<file path="src/rtl/bpfa_pkg.sv">
package bpfa_pkg;

  typedef enum logic [2:0] {
    CMD_ALLOC_ONE = 3'd0,
    CMD_ALLOC_RUN = 3'd1,
    CMD_MARK_ONE  = 3'd2,
    CMD_FREE_ONE  = 3'd3,
    CMD_MARK_RUN  = 3'd4,
    CMD_FREE_RUN  = 3'd5,
    CMD_BAD6      = 3'd6,
    CMD_BAD7      = 3'd7
  } cmd_e;

  typedef struct packed {
    logic [2:0]  command;
    logic [15:0] page_index;
    logic [16:0] page_count;
  } req_t;

  typedef struct packed {
    logic        ok;
    logic [15:0] found_index;
    logic [16:0] free_pages;
    logic [16:0] used_pages;
  } rsp_t;

  // classified command handed from front to back
  typedef struct packed {
    logic        is_alloc;
    logic        is_run;
    logic        is_mark;
    logic        is_free;
    logic        is_bad;
    logic [15:0] page_index;
    logic [16:0] page_count;
  } op_t;

  typedef enum logic [2:0] {
    ST_IDLE,
    ST_RD,
    ST_WAIT,
    ST_CHK,
    ST_WR,
    ST_DONE
  } st_e;

endpackage

</file>
<file path="src/rtl/bpfa_front.sv">
module bpfa_front
  import bpfa_pkg::*;
(
  input  logic clk_i,
  input  logic rst_ni,
  input  logic push,
  output logic full,
  input  req_t req_i,
  output logic op_valid_o,
  input  logic op_take_i,
  output op_t  op_o
);

  op_t  q_q [2];
  logic wp_q, rp_q;
  logic [1:0] cnt_q;
  op_t  cls;

  always_comb begin
    cls            = '0;
    cls.page_index = req_i.page_index;
    cls.page_count = req_i.page_count;
    unique case (cmd_e'(req_i.command))
      CMD_ALLOC_ONE: begin cls.is_alloc = 1'b1; cls.page_count = 17'd1; end
      CMD_ALLOC_RUN: begin cls.is_alloc = 1'b1; cls.is_run = 1'b1; end
      CMD_MARK_ONE:  begin cls.is_mark = 1'b1; cls.page_count = 17'd1; end
      CMD_FREE_ONE:  begin cls.is_free = 1'b1; cls.page_count = 17'd1; end
      CMD_MARK_RUN:  begin cls.is_mark = 1'b1; cls.is_run = 1'b1; end
      CMD_FREE_RUN:  begin cls.is_free = 1'b1; cls.is_run = 1'b1; end
      default:       cls.is_bad = 1'b1;
    endcase
  end

  assign full       = cnt_q[1];
  assign op_valid_o = cnt_q != 2'd0;
  assign op_o       = q_q[rp_q];

  always_ff @(posedge clk_i) begin
    if (push && !full) q_q[wp_q] <= cls;
  end

  always_ff @(posedge clk_i or negedge rst_ni) begin
    if (!rst_ni) begin
      wp_q <= 1'b0; rp_q <= 1'b0; cnt_q <= 2'd0;
    end else begin
      if (push && !full) wp_q <= ~wp_q;
      if (op_take_i) rp_q <= ~rp_q;
      cnt_q <= cnt_q + 2'((push && !full) ? 1 : 0) - 2'(op_take_i ? 1 : 0);
    end
  end

endmodule

</file>
<file path="config.mk">
export PLATFORM = sky130hd
export DESIGN_NAME = bpfa_front
export DESIGN_NICKNAME = d
export VERILOG_FILES = /design/src/rtl/bpfa_pkg.sv /design/src/rtl/bpfa_front.sv
export SDC_FILE = /design/constraint.sdc
export NUM_CORES = 1
export LEC_CHECK = 0
export BUFFER_PORTS_ARGS = -buffer_cell sky130_fd_sc_hd__clkbuf_2
export CORE_MARGIN = 2
export CORE_UTILIZATION = 49
export CTS_BUF_LIST = sky130_fd_sc_hd__clkbuf_2
export DETAILED_ROUTE_END_ITERATION = 8
export GPL_TIMING_DRIVEN = 0
export PLACE_DENSITY = 0.79
export SYNTH_ARGS = -nofsm -noshare
export SYNTH_HDL_FRONTEND = slang
export SYNTH_SLANG_ARGS = --single-unit
</file>
<file path="constraint.sdc">
create_clock -name clk_i -period 2.8 [get_ports clk_i]
set_input_delay 0.56 -clock clk_i [delete_from_list [all_inputs] [get_ports clk_i]]
set_output_delay 0.56 -clock clk_i [all_outputs]
set_load 0.005 [all_outputs]
</file>
==> flow_metrics.env, run 1 <==
export IMPL_outcome="finished, final reports clean"
export IMPL_grtUsageMet2_pct=25.9
export IMPL_grt_use_total_pct=15.8
export IMPL_synth_area_top_cells="edfxtp_1 (73%), mux2_2 (10%), mux2_4 (4.8%), dfrtp_1 (3.2%), nor2b_1 (3.0%)"
export IMPL_grt_overflow=0
export IMPL_yosysTopAreaCellShare_pct=72.5
export IMPL_numCtsBuffers=9
export IMPL_cts_resized=0
export IMPL_antenna_found_initial=0
export IMPL_period_needed_ns=2.25
export IMPL_dieWidth_um=84.1
export IMPL_crit_cells=4
export IMPL_p_per_area_mw_per_mm2=861
export IMPL_grt_use_met3_pct=6.29
export IMPL_synthesis_nets=203
export IMPL_synth_area_leader_cell="edfxtp_1"
export IMPL_ant_nets=0
export IMPL_grt_busiest_layer="met2"
export IMPL_rsz0062_at_grt="no"
export IMPL_mostFrequentLayoutCells="clkbuf_2 (88), edfxtp_1 (76), mux2_2 (28), nor2b_1 (15), mux2_4 (10)"
export IMPL_critical_path_class="flop to primary output"
export IMPL_syn_area_mm2=0.00315
export IMPL_required_ns=2.24
export IMPL_ys_ff_latch=80
export IMPL_leakage_nw=1.48
export IMPL_cp_top_family="buffers and inverters"
export IMPL_crit_fanout=10
export IMPL_drive_gt1_share_pct=55.4
export IMPL_instances_no_fill=337
export IMPL_r2r_end="q_q[0][5]$_DFFE_PP_"
export IMPL_hold_depth=1
export IMPL_htreeDepth=3
export IMPL_max_vdd_ir_drop_uv=512
export IMPL_wire_per_inst_um=15.3
export IMPL_clock_sinks=80
export IMPL_setup_slack_ns=0.546
export IMPL_mostFrequentLayoutCell="clkbuf_2"
export IMPL_p_total_w=0.00327
export IMPL_finalHoldViolations=0
export IMPL_fin_util_pct=60.5
export IMPL_hold_path_class="primary input to flop"
export IMPL_syn_avg_cell_area_um2=19.4
export IMPL_yosysSeqAreaShare_pct=75.7
export IMPL_netlist_instances=162
export IMPL_relSlewSlack_pct=68.6
export IMPL_tritoncts="done"
export IMPL_diodes=0
export IMPL_yosysWarnings=0
export IMPL_fin_skew_ns=0.0105
export IMPL_drc=0
export IMPL_cp_arrival_ns=1.69
export IMPL_rows=29
export IMPL_avgViaCountPerCell=4.87
export IMPL_worst_r2r_setup_slack_ns=1.08
export IMPL_worstMarginPinSlew_ns=0.470
export IMPL_grt_pass1_wl_um=8440
export IMPL_vias=1642
export IMPL_start_util_pct=50.1
export IMPL_place_hpwl_um=3670
export IMPL_path_buf_inv=3
export IMPL_slowest_delay_ns=0.42
export IMPL_clockBufferDepth=2
export IMPL_grt_pass1_vias=1760
export IMPL_pin_count=80
export IMPL_core_area_mm2=0.00628
export IMPL_max_cap_viol_count=0
export IMPL_portBuffers=79
export IMPL_clkLatencyLatePin_ns=0.50
export IMPL_grt_max_degree=26
export IMPL_dr_pass1_iters=4
export IMPL_cp_cell_sequence="buf_6 -> buf_6 -> mux2_4 -> clkbuf_2"
export IMPL_hold_end="q_q[0][17]$_DFFE_PP_"
export IMPL_seq_area_mm2=0.00238
export IMPL_dp_cells=320
export IMPL_reg2reg_depth=3
export IMPL_drt_initial_drc_count=59
export IMPL_fp_dieH_um=84.1
export IMPL_area_growth_pct=20.6
export IMPL_setup_viol=0
export IMPL_cpMostUsedCell="buf_6"
export IMPL_hold_start="req_i[17]"
export IMPL_cp_start_kind="flop"
export IMPL_crit_slowest_cell="dfrtp_1"
export IMPL_grtUsageMet1_pct=19.3
export IMPL_fillers=497
export IMPL_slew_violations=0
export IMPL_fmax_mhz=444
export IMPL_min_period_over_period_pct=80.5
export IMPL_clkSlewWorstSetupHoldPaths_ns=0.21
export IMPL_clockRootBuffer="clkbuf_2"
export IMPL_route_final_wire_length_um=5170
export IMPL_multi_input_area_um2=724
export IMPL_end_kind="primary output"
export IMPL_r2r_start="cnt_q[1]$_DFF_PN0_"
export IMPL_placed_area_mm2=0.00369
export IMPL_netlist_cell_type_count=21
export IMPL_pre_cts_slack_ns=0.929
export IMPL_final_nets=296
export IMPL_routabilityCongestion=0.680
export IMPL_final_area_mm2=0.00380
export IMPL_die_area_mm2=0.00708
-- state kept, by name (all words and copies together), names as in the netlist --
register  cells
q_q          76
cnt_q         2
wp_q          1
rp_q          1
-- per-layer routing --
layer  part of all wire [%]  vias up
met5                      0        -
met4                   0.72        0
met3                    6.8        4
met2                     51       57
met1                     41      788
li1                       -      793
-- worst max-delay path by stage --
stage,slack (ns),startpoint,end
after floorplan,0.07,push,q_q[0][0]$_DFFE_PP_
after global placement,-0.88,push,q_q[1][22]$_DFFE_PP_
after detailed placement,0.93,push,q_q[0][27]$_DFFE_PP_
after CTS,0.49,rp_q$_DFFE_PN0P_,op_o[21]
after global routing,0.43,rp_q$_DFFE_PN0P_,op_o[18]
final,0.55,rp_q$_DFFE_PN0P_,op_o[25]
-- metrics by stage --
stage / setup TNS, ns / hold WS [ns]
2_1_floorplan: 0 / 0.264
3_3_place_gp: -66.31 / 0.374
3_5_place_dp: 0 / 0.381
4_1_cts: 0 / 0.177
5_1_grt: 0 / 0.147
6_report: 0 / 0.219
-- power by group --
part / leakage [nW] / internal, W / switching [W] / total (W)
Clock: 0.0480 / 0.000114 / 0.000394 / 0.000508
Combinational: 0.681 / 0.000583 / 0.000511 / 0.00109
Sequential: 0.754 / 0.00160 / 0.0000712 / 0.00167
-- timing repair --
| item | in CTS | in global routing |
|---|---|---|
| hold buffers | 1 | 0 |
| setup buffers | 0 | 0 |
| hold endpoints to repair | 4 | 0 |
-- worst register-to-register path, stage by stage (launching register included) --
cell and delay, ns:
dfrtp_1 0.46, nand2b_1 0.29, nor2_4 0.43, buf_12 0.26
-- synthesized netlist by cell type --
cell type / n
mux2_4: 10
or2_2: 1
xor2_1: 2
a21oi_1: 1
nand2b_1: 1
a21oi_4: 1
nor3b_1: 1
buf_6: 3
dfrtp_1: 4
edfxtp_1: 76
and2b_1: 2
and2_1: 2
inv_1: 2
inv_2: 1
mux2_2: 28
nor2b_1: 15
or2_1: 1
ha_1: 1
buf_2: 2
xnor2_1: 3
nor2_1: 5
-- kinds of logic after synthesis --
logic type      after synthesis  share of synthesized area [%]
xor+xnor                      5                           1.39
fa+ha+maj                     1                          0.398
compound gates                2                          0.676
flops                        80                           75.7
buf+inv                       8                           1.75
simple gates                 28                           5.29
mux                          38                           14.8
-- final cells by class --
class | count | share of cell area, %
plain buffers | 5 | 1.15
clock buffers | 9 | 1.19
clock inverters | 7 | 1.25
inverters | 3 | 0.297
multi-input cells | 74 | 19.1
flip-flops and latches | 80 | 62.8
well taps | 77 | 2.54
repair buffers | 82 | 11.7
Note: power is estimated with default switching activity, not from simulation.
==> run 2, diff against run 1 <==
ABC_AREA = 1   (was not set)
PLACE_DENSITY = 0.78   (was 0.79)
clock period = 1.95 ns   (was 2.8 ns; I/O delays follow)
==> run 2 against run 1 <==
The run now ends with setup timing left. Count of clock-buffer cells in the layout up 1. Largest cell class unchanged. Die area up 0.57%. Area after synthesis up 0.60%. Clock skew up 0.0062 ns. Core utilization up 1.1 points. Synthesized cell count up 14%.
==> flow_metrics.env, run 2 <==
export IMPL_netlist_instances=185
export IMPL_syn_area_mm2=0.00317
export IMPL_period_needed_ns=2.01
export IMPL_dp_cells=343
export IMPL_clockBufferDepth=2
export IMPL_seq_area_mm2=0.00238
export IMPL_placed_area_mm2=0.00371
export IMPL_finalHoldViolations=0
export IMPL_dr_pass1_iters=4
export IMPL_tritoncts="done"
export IMPL_start_util_pct=50.1
export IMPL_drive_gt1_share_pct=51.4
export IMPL_grt_pass1_wl_um=8140
export IMPL_syn_avg_cell_area_um2=17.1
export IMPL_fillers=506
export IMPL_instances_no_fill=365
export IMPL_relSlewSlack_pct=72.2
export IMPL_diodes=0
export IMPL_crit_fanout=10
export IMPL_outcome="finished with violations"
export IMPL_grt_pass1_vias=1793
export IMPL_final_area_mm2=0.00389
export IMPL_largest_reg_flops=76
export IMPL_violations="setup timing"
export IMPL_portBuffers=79
export IMPL_multi_input_area_um2=689
export IMPL_final_nets=324
export IMPL_yosysWarnings=0
export IMPL_p_total_w=0.00485
export IMPL_synthFlopType="edfxtp_1"
export IMPL_mostFrequentLayoutCells="clkbuf_2 (88), edfxtp_1 (76), inv_1 (23), nor2_1 (21), mux2_2 (21)"
export IMPL_pin_count=80
export IMPL_worstMarginPinSlew_ns=0.416
export IMPL_fin_skew_ns=0.0168
export IMPL_die_area_mm2=0.00712
export IMPL_fp_dieH_um=84.4
export IMPL_clockRootBuffer="clkbuf_2"
export IMPL_synth_area_top_cells="edfxtp_1 (72%), mux2_2 (10%), mux2_4 (4.7%), dfrtp_1 (3.2%), inv_1 (2.7%)"
export IMPL_htreeDepth=3
export IMPL_place_hpwl_um=3530
export IMPL_route_final_wire_length_um=5160
export IMPL_hold_path_class="primary input to flop"
export IMPL_grt_overflow=0
export IMPL_max_cap_viol_count=0
export IMPL_mostFrequentLayoutCell="clkbuf_2"
export IMPL_synthArstFlopShare_pct=5.00
export IMPL_wire_per_inst_um=14.1
export IMPL_rows=29
export IMPL_cp_start_kind="flop"
export IMPL_top_regs="q_q (76), cnt_q (2)"
export IMPL_synthesis_nets=226
export IMPL_setup_viol=38
export IMPL_vias=1748
export IMPL_yosysSeqAreaShare_pct=75.3
export IMPL_leakage_nw=1.67
export IMPL_synth_edf_count=76
export IMPL_dieWidth_um=84.4
export IMPL_routabilityCongestion=0.719
export IMPL_drt_initial_drc_count=97
export IMPL_grt_max_degree=33
export IMPL_netlist_cell_type_count=15
export IMPL_max_vdd_ir_drop_uv=755
export IMPL_rsz0062_at_grt="yes"
export IMPL_top_register="q_q"
export IMPL_ys_ff_latch=80
export IMPL_required_ns=1.56
export IMPL_timing_hold_ws_ns=0.0779
export IMPL_min_period_over_period_pct=103
export IMPL_synth_area_leader_cell="edfxtp_1"
export IMPL_avgViaCountPerCell=4.79
export IMPL_antenna_found_initial=0
export IMPL_clkLatencyLatePin_ns=0.48
export IMPL_end_kind="primary output"
export IMPL_clkSlewWorstSetupHoldPaths_ns=0.21
export IMPL_ant_nets=0
export IMPL_p_per_area_mw_per_mm2=1250
export IMPL_pre_cts_slack_ns=0.395
export IMPL_setup_slack_ns=-0.0616
export IMPL_yosysMostFrequentCell="edfxtp_1"
export IMPL_grt_use_total_pct=15.2
export IMPL_clock_sinks=80
export IMPL_numCtsBuffers=9
export IMPL_cp_arrival_ns=1.62
export IMPL_critical_path_class="flop to primary output"
export IMPL_slew_violations=0
export IMPL_area_growth_pct=22.8
export IMPL_fmax_mhz=497
export IMPL_yosysTopAreaCellShare_pct=72.1
export IMPL_core_area_mm2=0.00631
export IMPL_synthTopCellsByCount="edfxtp_1 (76), mux2_2 (28), inv_1 (23), nor2_1 (23), mux2_4 (10)"
export IMPL_drc=0
run 2: layer usage:
| layer | global-route usage (%) | wire length, µm | vias to the layer above | share of wire (%) |
|---|---|---|---|---|
| li1 | - | - | 853 | - |
| met1 | 16.6 | 2030 | 833 | 39 |
| met2 | 26.7 | 2770 | 51 | 54 |
| met3 | 3.44 | 213 | 11 | 4.1 |
| met4 | 9.38 | 146 | 0 | 2.8 |
| met5 | 0 | 0 | - | 0 |
run 2: kinds of logic (layout without fill, tap and decap cells):
logic type	Yosys count	count (layout)	synth area share, %
flops	80	80	75.3
mux	38	38	14.7
simple gates	35	35	4.55
buf+inv	28	131	4.27
xor+xnor	3	3	0.830
fa+ha+maj	1	1	0.395
run 2: path summary, 6_finish.rpt:
kind / to / from / cells after the start / slack, ns
min reg2reg: cnt_q[0]$_DFF_PN0_ / cnt_q[0]$_DFF_PN0_ / 1 / 0.54
max in group asynchronous: rp_q$_DFFE_PN0P_ / rst_ni / 2 / 1.60
max reg2reg: q_q[0][1]$_DFFE_PP_ / cnt_q[1]$_DFF_PN0_ / 4 / 0.39
min in group asynchronous: cnt_q[0]$_DFF_PN0_ / rst_ni / 2 / 0.23
max: op_o[23] / rp_q$_DFFE_PN0P_ / 4 / -0.06
min: q_q[1][22]$_DFFE_PP_ / req_i[22] / 1 / 0.08
run 2: power by group:
| part | switching (W) | leakage, nW | internal [W] |
|---|---|---|---|
| clock network | 0.000508 | 0.0580 | 0.000155 |
| logic | 0.000785 | 0.853 | 0.000997 |
| registers | 0.000102 | 0.755 | 0.00230 |
| total | 0.00140 | 1.67 | 0.00345 |
run 2: layout make-up:
| type | count | share of cell area (%) |
|---|---|---|
| Sequential cell | 80 | 61.3 |
| Multi-Input combinational cell | 77 | 17.7 |
| Timing Repair Buffer | 87 | 12.9 |
| Tap cell | 77 | 2.48 |
| Inverter | 23 | 2.22 |
| Buffer | 5 | 1.38 |
| Clock buffer | 10 | 1.29 |
| Clock inverter | 6 | 0.676 |
run 2: through the flow:
stage | setup TNS [ns] | util [%]
2_1_floorplan | -4.66 | -
5_1_grt | -5.30 | 61.6
3_5_place_dp | 0 | 58.8
3_3_place_gp | -47.40 | 58.0
6_report | -1.46 | 61.6
4_1_cts | -3.85 | 61.1
run 2: repair_timing:
action                                  CTS  global route
hold endpoints to repair                  4             0
resized for setup                         6             4
hold buffers                              1             0
setup buffers                             3             2
endpoints found under the setup margin   38            38
run 2: critical path, cell delays in order, from the launching register on:
cell	delay (ns)
dfrtp_1	0.45
buf_6	0.15
buf_12	0.14
mux2_4	0.29
clkbuf_2	0.11
==> run 3, diff against run 2 <==
ABC_AREA = not set   (was 1)
PLACE_DENSITY = 0.79   (was 0.78)
==> run 3 against run 2 <==
The run still ends with setup timing left. First-iteration DRC count is 7.2% lower. Sequential power hardly changed. Global-route usage is 0.19 points higher. Combinational power is 2% lower. Hold slack better by 0.012 ns. Setup slack better by 0.014 ns. Flip-flop and latch count stayed put.
==> flow_metrics.env, run 3 (synthesis gave the netlist of run 1 again) <==
export IMPL_top_register="q_q"
export IMPL_max_vdd_ir_drop_uv=837
export IMPL_vias=1694
export IMPL_slew_violations=0
export IMPL_grt_pass1_wl_um=8050
export IMPL_period_needed_ns=2.00
export IMPL_wire_per_inst_um=15.1
export IMPL_place_hpwl_um=3550
export IMPL_htreeDepth=3
export IMPL_p_per_area_mw_per_mm2=1300
export IMPL_hold_path_class="primary input to flop"
export IMPL_grt_overflow=0
export IMPL_tns_ns=-0.637
export IMPL_crit_slowest_cell="dfrtp_1"
export IMPL_rsz0062_at_grt="yes"
export IMPL_critical_path_class="flop to primary output"
export IMPL_drc=0
export IMPL_fin_skew_ns=0.0150
export IMPL_end_kind="primary output"
export IMPL_crit_fanout=10
export IMPL_area_growth_pct=24.5
export IMPL_grt_pass1_vias=1702
export IMPL_fmax_mhz=501
export IMPL_clkLatencyLatePin_ns=0.47
export IMPL_required_ns=1.56
export IMPL_clock_sinks=80
export IMPL_drt_initial_drc_count=90
export IMPL_diodes=0
export IMPL_die_area_mm2=0.00708
export IMPL_mostFrequentLayoutCell="clkbuf_2"
export IMPL_route_final_wire_length_um=5120
export IMPL_cp_top_family="flip-flops"
export IMPL_dieWidth_um=84.1
export IMPL_leakage_nw=1.58
export IMPL_core_area_mm2=0.00628
export IMPL_fillers=475
export IMPL_fin_util_pct=62.4
export IMPL_start_util_pct=50.1
export IMPL_final_nets=299
export IMPL_rows=29
export IMPL_largest_reg_flops=76
export IMPL_dp_cells=320
export IMPL_clockRootBuffer="clkbuf_2"
export IMPL_antenna_found_initial=0
export IMPL_pin_count=80
export IMPL_portBuffers=79
export IMPL_setup_slack_ns=-0.0478
export IMPL_min_period_over_period_pct=102
export IMPL_fp_dieH_um=84.1
export IMPL_setup_viol=31
export IMPL_relSlewSlack_pct=77.8
export IMPL_slowest_delay_ns=0.44
export IMPL_multi_input_area_um2=751
export IMPL_path_buf_inv=3
export IMPL_grtUsageMet1_pct=17.8
export IMPL_instances_no_fill=340
export IMPL_cp_arrival_ns=1.61
export IMPL_cp_start_kind="flop"
export IMPL_drive_gt1_share_pct=56.3
export IMPL_grt_max_degree=33
export IMPL_seq_area_mm2=0.00238
export IMPL_violations="setup timing"
export IMPL_avgViaCountPerCell=4.98
export IMPL_grt_use_total_pct=15.4
export IMPL_max_cap_viol_count=0
export IMPL_numCtsBuffers=9
export IMPL_outcome="finished with violations"
export IMPL_tritoncts="done"
export IMPL_mostFrequentLayoutCells="clkbuf_2 (88), edfxtp_1 (76), mux2_2 (21), mux2_4 (17), nor2b_1 (15)"
export IMPL_finalHoldViolations=0
export IMPL_worstMarginPinSlew_ns=0.332
export IMPL_top_regs="q_q (76), cnt_q (2)"
export IMPL_dr_pass1_iters=4
export IMPL_clockBufferDepth=2
export IMPL_grt_busiest_layer="met2"
export IMPL_cp_cell_sequence="buf_6 -> buf_12 -> mux2_4 -> clkbuf_2"
export IMPL_ant_nets=0
export IMPL_routabilityCongestion=0.713
export IMPL_grt_use_met3_pct=4.23
export IMPL_clkSlewWorstSetupHoldPaths_ns=0.21
export IMPL_grtUsageMet2_pct=26.4
## run 3: cell types whose count changed in the layout (fill, tap and decap cells not counted), sizes merged, moves of 2 or more
cell / change
bufinv: +2
nand2: -6
and2b: +2
xnor2: +3
nor2b: +15
clkinv: -2
a21oi: +2
nor2: -19
inv: -20
nand3: -2
and2: +2
buf: -2
## run 3: routing by layer
metal,part of all wire (%),vias up
met5,0,-
met3,4.7,9
met1,40,831
met4,1.6,0
met2,54,50
li1,-,804
## run 3: cell type report
class                      instances  share of cell area, %
sequential                        80                   60.8
clock buffer                      10                   1.28
clock inverter                     6                   2.14
timing repair buffer              85                   12.4
buffer                             5                   1.47
inverter                           3                  0.287
tap                               77                   2.46
multi-input combinational         74                   19.2
## run 3: worst paths after layout
path	slack, ns	startpoint	depth (start not counted)	end
worst max-delay path	-0.05	rp_q$_DFFE_PN0P_	4	op_o[27]
worst min-delay path	0.09	req_i[17]	1	q_q[0][17]$_DFFE_PP_
worst max register to register	0.33	cnt_q[1]$_DFF_PN0_	3	q_q[1][4]$_DFFE_PP_
worst min register to register	0.54	cnt_q[0]$_DFF_PN0_	1	cnt_q[0]$_DFF_PN0_
max in group asynchronous	1.59	rst_ni	2	rp_q$_DFFE_PN0P_
min in group asynchronous	0.22	rst_ni	2	cnt_q[0]$_DFF_PN0_
## run 3: where the power goes
part	switching [W]	total, W	leakage, nW	internal (W)
sequential	0.000107	0.00240	0.754	0.00229
clock	0.000526	0.000952	0.0857	0.000426
combinational	0.000760	0.00174	0.737	0.000981
total	0.00139	0.00509	1.58	0.00370
## run 3: stage by stage
stage | area, µm² | total power, W | hold slack [ns] | setup WS (ns)
finish | 3920 | 0.00509 | 0.0901 | -0.0478
global placement | 3640 | 0.00394 | 0.204 | -0.682
CTS | 3910 | 0.00516 | 0.0387 | -0.114
global route | 3920 | 0.00536 | 0.000807 | -0.146
detailed placement | 3690 | 0.00405 | 0.210 | 0.344
floorplan | 3150 | 0.00338 | 0.0944 | -0.113
## run 3: timing repair
| action | in CTS | in global routing |
|---|---|---|
| hold endpoints to repair | 4 | 0 |
| gates resized for setup | 11 | 2 |
| setup buffers | 3 | 0 |
| pin swaps | 0 | 0 |
| hold buffers | 1 | 0 |
| endpoints found under the setup margin | 38 | 38 |
